[src/hw/rtl/lmwb_pkg.sv]
`timescale 1ns / 1ps

package lmwb_pkg;

  // Field widths
  localparam int LevelW  = 16;
  localparam int ByteW   = 8;
  localparam int SoftW   = 17;
  localparam int PosW    = 18;
  localparam int CfgW    = 18;
  localparam int FracW   = 16;
  localparam int QuotW   = 16;
  localparam int WeightW = 17;

  // Divider layout: quotient bits resolved per pipeline stage
  localparam int DivBitsPerStage = 2;
  localparam int DivStages       = QuotW / DivBitsPerStage;

  // Fixed-point constants
  localparam logic [WeightW-1:0] WeightOne = WeightW'(1 << FracW);
  localparam logic [PosW-1:0]    ThreeOne  = PosW'(3 << FracW);

  // Configuration register indexes
  typedef enum logic [1:0] {
    CfgSoftness  = 2'd0,
    CfgPosField0 = 2'd1,
    CfgPosField1 = 2'd2
  } cfg_idx_e;

  // Which weight a pixel ends up with
  typedef enum logic [1:0] {
    WtRamp = 2'd0,
    WtZero = 2'd1,
    WtFull = 2'd2
  } wt_sel_e;

  typedef struct packed {
    logic [LevelW-1:0] luma_level;
    logic [ByteW-1:0]  src_luma;
    logic [ByteW-1:0]  src_chroma;
    logic [ByteW-1:0]  dst_luma;
    logic [ByteW-1:0]  dst_chroma;
    logic              field_select;
  } in_t;

  typedef struct packed {
    logic [ByteW-1:0] out_luma;
    logic [ByteW-1:0] out_chroma;
  } out_t;

  // Pixel bytes carried alongside the weight computation
  typedef struct packed {
    logic [ByteW-1:0] src_luma;
    logic [ByteW-1:0] src_chroma;
    logic [ByteW-1:0] dst_luma;
    logic [ByteW-1:0] dst_chroma;
  } pix_t;

endpackage

[src/hw/rtl/luma_map_wipe_blend_core.sv]
`timescale 1ns / 1ps

// Throughput: one pixel per cycle while the output is not stalled; the pipeline is
// a chain of 14 register stages, 8 of which run the restoring divider for the
// smoothstep ramp at 2 bits each. A stall at the output freezes every stage; the
// input stalls in the same cycle. Reset (rst_ni low) clears all valid bits and the
// configuration registers to 0.
module luma_map_wipe_blend_core import lmwb_pkg::*; (
  input  logic            clk_i,
  input  logic            rst_ni,
  input  logic            cfg_we_i,
  input  logic [1:0]      cfg_idx_i,
  input  logic [CfgW-1:0] cfg_wdata_i,
  input  logic            in_valid_i,
  output logic            in_stall_o,
  input  in_t             in_data_i,
  output logic            out_valid_o,
  input  logic            out_stall_i,
  output out_t            out_data_o
);

  // Configuration registers
  logic [SoftW-1:0] soft_q;
  logic [PosW-1:0]  pos0_q, pos1_q;

  always_ff @(posedge clk_i or negedge rst_ni) begin
    if (!rst_ni) begin
      soft_q <= '0;
      pos0_q <= '0;
      pos1_q <= '0;
    end else if (cfg_we_i) begin
      case (cfg_idx_i)
        CfgSoftness:  soft_q <= cfg_wdata_i[SoftW-1:0];
        CfgPosField0: pos0_q <= cfg_wdata_i[PosW-1:0];
        CfgPosField1: pos1_q <= cfg_wdata_i[PosW-1:0];
        default: ;
      endcase
    end
  end

  // Global advance: every stage moves unless the output holds a stalled result
  logic en;
  logic out_valid_q;
  out_t out_q;

  assign en          = !(out_valid_q && out_stall_i);
  assign in_stall_o  = !en;
  assign out_valid_o = out_valid_q;
  assign out_data_o  = out_q;

  // Stage 1: capture the pixel and the position of its field
  logic              s1_valid_q;
  logic [LevelW-1:0] s1_level_q;
  logic [PosW-1:0]   s1_pos_q;
  pix_t              s1_pix_q;

  always_ff @(posedge clk_i or negedge rst_ni) begin
    if (!rst_ni) begin
      s1_valid_q <= 1'b0;
    end else if (en) begin
      s1_valid_q <= in_valid_i;
    end
  end

  always_ff @(posedge clk_i) begin
    if (en) begin
      s1_level_q <= in_data_i.luma_level;
      s1_pos_q   <= in_data_i.field_select ? pos1_q : pos0_q;
      s1_pix_q   <= '{src_luma:   in_data_i.src_luma,
                      src_chroma: in_data_i.src_chroma,
                      dst_luma:   in_data_i.dst_luma,
                      dst_chroma: in_data_i.dst_chroma};
    end
  end

  // Stage 2: classify against the ramp and form the divider numerator
  logic [PosW:0]    ramp_end;
  logic             below, full;
  logic [PosW-1:0]  diff;
  wt_sel_e          s2_sel_d;
  logic [SoftW-1:0] s2_rem_d;

  always_comb begin
    ramp_end = {3'b000, s1_level_q} + {2'b00, soft_q};
    below    = s1_pos_q < {2'b00, s1_level_q};
    full     = {1'b0, s1_pos_q} >= ramp_end;
    diff     = s1_pos_q - {2'b00, s1_level_q};
    s2_rem_d = '0;
    if (below) begin
      s2_sel_d = WtZero;
    end else if (full) begin
      s2_sel_d = WtFull;
    end else begin
      s2_sel_d = WtRamp;
      s2_rem_d = diff[SoftW-1:0];
    end
  end

  logic             s2_valid_q;
  wt_sel_e          s2_sel_q;
  logic [SoftW-1:0] s2_rem_q;
  pix_t             s2_pix_q;

  always_ff @(posedge clk_i or negedge rst_ni) begin
    if (!rst_ni) begin
      s2_valid_q <= 1'b0;
    end else if (en) begin
      s2_valid_q <= s1_valid_q;
    end
  end

  always_ff @(posedge clk_i) begin
    if (en) begin
      s2_sel_q <= s2_sel_d;
      s2_rem_q <= s2_rem_d;
      s2_pix_q <= s1_pix_q;
    end
  end

  // Divider stages: restoring division, quotient bits MSB first
  logic             div_valid_q [DivStages];
  wt_sel_e          div_sel_q   [DivStages];
  logic [SoftW-1:0] div_rem_q   [DivStages];
  logic [QuotW-1:0] div_quot_q  [DivStages];
  pix_t             div_pix_q   [DivStages];

  for (genvar d = 0; d < DivStages; d++) begin : g_div
    logic             vld_in;
    wt_sel_e          sel_in;
    logic [SoftW-1:0] rem_in;
    logic [QuotW-1:0] quot_in;
    pix_t             pix_in;
    logic [SoftW-1:0] rem_d;
    logic [QuotW-1:0] quot_d;

    if (d == 0) begin : g_first
      assign vld_in  = s2_valid_q;
      assign sel_in  = s2_sel_q;
      assign rem_in  = s2_rem_q;
      assign quot_in = '0;
      assign pix_in  = s2_pix_q;
    end else begin : g_next
      assign vld_in  = div_valid_q[d-1];
      assign sel_in  = div_sel_q[d-1];
      assign rem_in  = div_rem_q[d-1];
      assign quot_in = div_quot_q[d-1];
      assign pix_in  = div_pix_q[d-1];
    end

    // Resolve DivBitsPerStage quotient bits
    always_comb begin
      logic [SoftW:0] shifted;
      rem_d  = rem_in;
      quot_d = quot_in;
      for (int b = 0; b < DivBitsPerStage; b++) begin
        shifted = {rem_d, 1'b0};
        if (shifted >= {1'b0, soft_q}) begin
          rem_d  = SoftW'(shifted - {1'b0, soft_q});
          quot_d = {quot_d[QuotW-2:0], 1'b1};
        end else begin
          rem_d  = shifted[SoftW-1:0];
          quot_d = {quot_d[QuotW-2:0], 1'b0};
        end
      end
    end

    always_ff @(posedge clk_i or negedge rst_ni) begin
      if (!rst_ni) begin
        div_valid_q[d] <= 1'b0;
      end else if (en) begin
        div_valid_q[d] <= vld_in;
      end
    end

    always_ff @(posedge clk_i) begin
      if (en) begin
        div_sel_q[d]  <= sel_in;
        div_rem_q[d]  <= rem_d;
        div_quot_q[d] <= quot_d;
        div_pix_q[d]  <= pix_in;
      end
    end
  end

  // M1: square the normalized distance
  logic               m1_valid_q;
  wt_sel_e            m1_sel_q;
  logic [QuotW-1:0]   m1_t_q;
  logic [2*QuotW-1:0] m1_sq_q;
  pix_t               m1_pix_q;

  always_ff @(posedge clk_i or negedge rst_ni) begin
    if (!rst_ni) begin
      m1_valid_q <= 1'b0;
    end else if (en) begin
      m1_valid_q <= div_valid_q[DivStages-1];
    end
  end

  always_ff @(posedge clk_i) begin
    if (en) begin
      m1_sel_q <= div_sel_q[DivStages-1];
      m1_t_q   <= div_quot_q[DivStages-1];
      m1_sq_q  <= (2*QuotW)'(div_quot_q[DivStages-1]) *
                  (2*QuotW)'(div_quot_q[DivStages-1]);
      m1_pix_q <= div_pix_q[DivStages-1];
    end
  end

  // M2: multiply by (3 - 2t)
  logic [QuotW-1:0]      m2_sq;
  logic [PosW-1:0]       m2_k;
  logic                  m2_valid_q;
  wt_sel_e               m2_sel_q;
  logic [QuotW+PosW-1:0] m2_prod_q;
  pix_t                  m2_pix_q;

  assign m2_sq = m1_sq_q[2*QuotW-1:FracW];
  assign m2_k  = ThreeOne - {1'b0, m1_t_q, 1'b0};

  always_ff @(posedge clk_i or negedge rst_ni) begin
    if (!rst_ni) begin
      m2_valid_q <= 1'b0;
    end else if (en) begin
      m2_valid_q <= m1_valid_q;
    end
  end

  always_ff @(posedge clk_i) begin
    if (en) begin
      m2_sel_q  <= m1_sel_q;
      m2_prod_q <= (QuotW+PosW)'(m2_sq) * (QuotW+PosW)'(m2_k);
      m2_pix_q  <= m1_pix_q;
    end
  end

  // M3: pick the final weight
  logic [WeightW-1:0] m3_w_d;
  logic               m3_valid_q;
  logic [WeightW-1:0] m3_w_q;
  pix_t               m3_pix_q;

  always_comb begin
    case (m2_sel_q)
      WtZero:  m3_w_d = '0;
      WtFull:  m3_w_d = WeightOne;
      default: m3_w_d = m2_prod_q[FracW+WeightW-1:FracW];
    endcase
  end

  always_ff @(posedge clk_i or negedge rst_ni) begin
    if (!rst_ni) begin
      m3_valid_q <= 1'b0;
    end else if (en) begin
      m3_valid_q <= m2_valid_q;
    end
  end

  always_ff @(posedge clk_i) begin
    if (en) begin
      m3_w_q   <= m3_w_d;
      m3_pix_q <= m2_pix_q;
    end
  end

  // Output: blend both bytes and hold the result
  localparam int MixW = ByteW + WeightW + 1;

  logic [WeightW-1:0] w_inv;
  logic [MixW-1:0]    mix_luma, mix_chroma;

  assign w_inv      = WeightOne - m3_w_q;
  assign mix_luma   = MixW'(m3_pix_q.src_luma) * MixW'(m3_w_q) +
                      MixW'(m3_pix_q.dst_luma) * MixW'(w_inv);
  assign mix_chroma = MixW'(m3_pix_q.src_chroma) * MixW'(m3_w_q) +
                      MixW'(m3_pix_q.dst_chroma) * MixW'(w_inv);

  always_ff @(posedge clk_i or negedge rst_ni) begin
    if (!rst_ni) begin
      out_valid_q <= 1'b0;
    end else if (en) begin
      out_valid_q <= m3_valid_q;
    end
  end

  always_ff @(posedge clk_i) begin
    if (en) begin
      out_q.out_luma   <= mix_luma[FracW+ByteW-1:FracW];
      out_q.out_chroma <= mix_chroma[FracW+ByteW-1:FracW];
    end
  end

endmodule
[config.mk]
export PLATFORM = sky130hd
export DESIGN_NAME = luma_map_wipe_blend_core
export DESIGN_NICKNAME = d
export VERILOG_FILES = /design/src/hw/rtl/lmwb_pkg.sv /design/src/hw/rtl/luma_map_wipe_blend_core.sv
export SDC_FILE = /design/constraint.sdc
export NUM_CORES = 2
export LEC_CHECK = 0
export BUFFER_PORTS_ARGS = -buffer_cell sky130_fd_sc_hd__buf_2
export CAP_MARGIN = 25
export CORE_ASPECT_RATIO = 2
export CORE_UTILIZATION = 30
export CTS_CLUSTER_SIZE = 12
export DETAILED_ROUTE_END_ITERATION = 12
export PLACE_DENSITY = 0.45
export SLEW_MARGIN = 15
export SYNTH_ARGS = -nofsm -noshare
export SYNTH_HDL_FRONTEND = slang
export SYNTH_SLANG_ARGS = --single-unit
export TNS_END_PERCENT = 100
[constraint.sdc]
create_clock -name clk_i -period 34.4 [get_ports clk_i]
set_input_delay 5.16 -clock clk_i [delete_from_list [all_inputs] [get_ports clk_i]]
set_output_delay 5.16 -clock clk_i [all_outputs]
set_load 0.005 [all_outputs]
---- Word-level counts from Yosys, hierarchy flattened ----
Memory sizes are Yosys's and may differ from the RTL's. A register that Yosys moved wholly into a read port is not among the register bits.
Cells that the tools add are included.
operators by class
  $lt $le $gt $ge ......................... 18
  multiply operators ...................... 6
  multiplexer cells ....................... 36
  divide/modulo/power cells ............... 0
  add/subtract/negate cells ............... 22
  equal/unequal tests ..................... 4
  bitwise operators ....................... 0
  shift-type cells ........................ 0
  reductions and logical operators ........ 8
operators with widths
  kind                                                                   count
  18-bit by 17-bit greater-or-equal comparator with 1-bit output         16
  17-bit two-way mux                                                     16
  17-bit subtractor                                                      16
  8-bit by 17-bit multiplier with 24-bit output                          4
  24-bit adder                                                           2
  17-bit one-hot mux with 2 select lines                                 1
  16-bit by 18-bit multiplier with 33-bit output                         1
  16-bit by 16-bit multiplier with 32-bit output                         1
  16-bit by 17-bit adder with 18-bit output                              1
  18-bit greater-or-equal comparator                                     1
  18-bit by 16-bit < comparator with 1-bit output                        1
  18-bit two-way mux                                                     1
  18-bit by 17-bit subtractor with 18-bit output, first input constant   1
  1-bit two-way mux                                                      17
  17-bit by 16-bit subtractor with 17-bit output                         1
  17-bit subtractor, first input constant                                1
  2-bit AND reduction                                                    3
  2-bit by 1-bit equality test with 1-bit output, second input constant  2
  2-bit equality test, second input constant                             2
  1-bit zero test                                                        2
  2-bit zero test                                                        1
  2-bit two-way mux                                                      1
  2-bit OR reduction                                                     1
  1-bit logical AND                                                      1
storage, ports and cells
  latch bits .............................. 0
  register bits after elaboration ......... 364
  output and inout bits ................... 18
  bits in writable memories ............... 536
  input bits .............................. 74
  word-level logic and storage cells ...... 142
  bits in read-only memories .............. 0
  memories ................................ 4
memory list
  name        words  bits a word  rd ports  clocked after Yosys merged registers in  wr ports  RTL line                         RTL
  div_pix_q   8      32           8         1                                        8         luma_map_wipe_blend_core.sv:125  pix_t div_pix_q [DivStages];
  div_rem_q   8      17           7         0                                        8         luma_map_wipe_blend_core.sv:123  logic [SoftW-1:0] div_rem_q [DivStages];
  div_quot_q  8      16           8         0                                        8         luma_map_wipe_blend_core.sv:124  logic [QuotW-1:0] div_quot_q [DivStages];
  div_sel_q   8      2            8         1                                        8         luma_map_wipe_blend_core.sv:122  wt_sel_e div_sel_q [DivStages];

---- Depth between registers and ports, before layout ----
An unclocked memory read counts as a cell.
  depth in word-level cells ............... 5
  depth in mapped cells ................... 32
  mapped depth without buffers ............ 31

---- Least setup slack after synthesis ----
OpenSTA, ideal clock, no wires.
  path kind ............................... in2out
  start ................................... input port out_stall_i
  end ..................................... output port in_stall_o
  path slack .............................. 2226 ps
  stages .................................. 3
  data arrival time ....................... 27014 ps
  required time ........................... 29240 ps
  path buffers ............................ 1
  cells stage by stage .................... nand2_1 -> clkbuf_1 -> inv_1
between the ends
  longest elaborated chain between the ends .. 1
RTL lines
  item                RTL line                        RTL
  start: declaration  luma_map_wipe_blend_core.sv:18  input logic out_stall_i,
  1-bit logical AND   luma_map_wipe_blend_core.sv:46  assign en = !(out_valid_q && out_stall_i);
  end: declaration    luma_map_wipe_blend_core.sv:15  output logic in_stall_o,
Every way passes these cells.

---- Worst setup path in the final report ----
Ends and elaborated chain as after synthesis.

==> reports/metrics.csv <==
stage,metric,value,unit
layout,fillers,24580,
clock_tree,cts hold-fix bufs,0,
timing,Worst Tran Pin Value,1.071,ns
clock_tree,TritonCTS clock tree,yes,
clock_tree,post-CTS setup buffer count,0,
logic_synthesis,Syn Area/Cell,10.82,µm²
place,Post-DP Area,78160,µm²
logic_synthesis,multiplexer share of the synthesized area,3.741,%
logic_synthesis,Synth Warn #,0,
critical_path,CP endpoint kind,output port,
clock_tree,H-Tree Depth,3,
clock_tree,Longest Clk Path Bufs,3,
layout,share of cells above drive strength 1,9.112,%
logic_synthesis,Synth Area in Compound Gates,7.532,%
logic_synthesis,"count leader, synth",inv_1,
global_route,pin count of the biggest net entering global routing,174,
drt,routed length per placed instance,19.49,µm
layout,nets,8418,
die,Die W,351.9,µm
die,I/O pin cnt,92,
logic_synthesis,Netlist Area Pre-Place,73470,µm²
layout,Final Util,33.33,%
clock_tree,TritonCTS Buffers,92,
global_route,global-route wire length before repair,308.2,mm
timing,Finish-stage setup viols,0,
logic_synthesis,Post-Syn Nets,8322,
die,die height,701.9,µm
global_route,Overflow after GRT,0,
timing,pins over their slew limit,0,
layout,Final Instance Count excl. Fillers,10170,
logic_synthesis,Most used DFF post-synth,edfxtp_1,
logic_synthesis,number of synthesized flops with an enable pin,762,
clock_tree,"Clk Latency, worst-skew pair",0.71,ns
timing,final worst path period share,32.48,%
global_route,initial antenna violation count,3,
timing,Fmax achieved,0.08950,GHz
die,starting density of the core,30.22,%
logic_synthesis,"Async S/R FF share, synth",8.082,%
critical_path,CP required,29.24,ns
drt,Via density,4.760,
drt,drt first pass iters,5,
drt,via count,48420,
clock_tree,clock net sink count,829,
drt,initial DRC count,2025,
die,Core Area,243100,µm²
critical_path,crit start category,input pin,
timing,RSZ-0062 raised after global routing,false,
drt,Final ANT Viol Nets,0,
global_route,GRT Total Usage,16.27,%
run_status,status,completed,
clock_tree,post_cts resized,0,
logic_synthesis,synth unique cells,93,
critical_path,CP max FO,42,
logic_synthesis,largest family of logic cells by synthesized area,adder cells,
critical_path,critical path type,in2out,
logic_synthesis,dominant cell type by area after synthesis,edfxtp_1,
clock_tree,"Reg clk slew, reported paths",0.08,ns
logic_synthesis,xor/xnor share of the synthesized area,3.564,%
place,post-detail-place hpwl,155.5,mm
place,post-placement cell count,10020,
logic_synthesis,"top cells by count, synth","inv_1, fa_1, edfxtp_1",
drt,DRC,0,
global_route,number of global-route vias before repair,53480,
place,Final Wtd Congestion,0.8315,
layout,Area Overhead vs Synth,10.30,%
timing,Final Hold Viols,0,
logic_synthesis,largest cells by area after synthesis,"edfxtp_1, fa_1, ha_1",
min_path,Hold WC Path Type,reg2reg,
logic_synthesis,Syn Inst Count,6790,
logic_synthesis,share of the synthesized area in the top cell type,31.14,%
logic_synthesis,simple-gate area share of the yosys netlist,11.80,%
die,Core Rows,256,
die,die area,247000,µm²
timing,setup_tns,0,ns
place,count of buffers from port buffering,91,
timing,worst clock skew,0.04015,ns
timing,Final min period,11.17,ns
logic_synthesis,"Seq/Total Area, Yosys",33.43,%
clock_tree,Root Driver,clkbuf_16,
logic_synthesis,register bit count reported by yosys,829,
layout,"Design Area, Final",81040,µm²
drt,routed wire length,198.2,mm
timing,max_slew headroom,28.25,%
logic_synthesis,Post-Synth Adder-Cell Area,33.16,%
flow_run,Max Cap Viol,0,
critical_path,Crit path arrival time,6.01,ns
placed cells by master (no fill, tap or decap), types with 41 or more instances in the layout:
cell       Yosys  routed
ha_1         643     643
fa_1         815     815
nand2b_1      43      43
a211oi_1      42      42
nand2_1      740     739
nor2_1       254     253
and2_1       391     391
clkbuf_16      0      95
xnor2_1      210     200
a21oi_1      236     236
edfxtp_1     762     762
mux2_2       225     225
nor3_1        98      98
inv_1       1117    1117
nand3_1       61      61
dfrtp_1       67      67
o21a_1        54      54
buf_4          2      93
o21ai_0      183     182
buf_2          9      91
nand4_1       41      41
xor2_1        89      85
a21o_1       106     106
per-layer routing:
metal,part of all wire (%),track usage [%],vias up
li1,-,-,22670
met1,33,14.87,24660
met2,60,34.61,718
met3,2.1,1.460,378
met4,5.2,7.799,4
met5,0.016,0,-
layout make-up:
class | count | area, µm² | area share [%]
clock buffers | 121 | 2525 | 3.116
repair buffers | 196 | 1354 | 1.671
multi-input cells | 4647 | 44060 | 54.37
flip-flops and latches | 829 | 24560 | 30.31
well taps | 3225 | 4035 | 4.979
inverters | 1120 | 4204 | 5.188
diodes | 1 | 2.502 | 0.003088
clock inverters | 34 | 295.3 | 0.3644
through the flow:
step                hold WS [ns]  setup WS (ns)
floorplan                 0.4003          2.226
finish                    0.3897          23.23
CTS                       0.3926          23.16
global route              0.3947          23.12
global placement          0.4004          23.16
detailed placement        0.4045          23.16
cells by family (layout without fill, tap and decap cells):
logic type,count (synthesis),in the layout
buf+inv,1314,1471
other cells,0,1
mux,243,243
flops,829,829
compound gates,842,842
xor+xnor,299,299
fa+ha+maj,1458,1458
simple gates,1805,1805
state kept, by name (all words and copies together), names as in the netlist, 16 cells and up:
signal and count:
pos0_q 18, m3_w_q 17, m2_prod_q 17, g_div.pix_in 32, m1_t_q 16, m3_pix_q 32, m1_sq_q 16, s1_level_q 16
out_data_o 16, div_quot_q 72, div_pix_q 256, div_sel_q 16, pos1_q 18, div_rem_q 119, s1_pix_q 32, m2_pix_q 32
soft_q 17, g_div.rem_in 17, m1_pix_q 32, s1_pos_q 18
worst max-delay path: stages:
cell and delay (ns):
buf_2 0.11, nand2_4 0.49, inv_1 0.09, buf_2 0.16
worst paths after layout:
check	cells past startpoint	end	from	slack (ns)
setup reg to reg	25	m2_prod_q[30]	m1_t_q[0]	24.64
min in group asynchronous	2	g_div[7].vld_in	rst_ni	4.40
setup / recovery	4	in_stall_o	out_stall_i	23.23
hold / removal	0	m3_pix_q[8]	m2_pix_q[8]	0.39
hold reg to reg	0	m3_pix_q[8]	m2_pix_q[8]	0.39
max in group asynchronous	3	pos0_q[17]	rst_ni	29.42
Power is not shown: default switching activity piles up to over one toggle a cycle in this logic, so the estimate is an artifact.
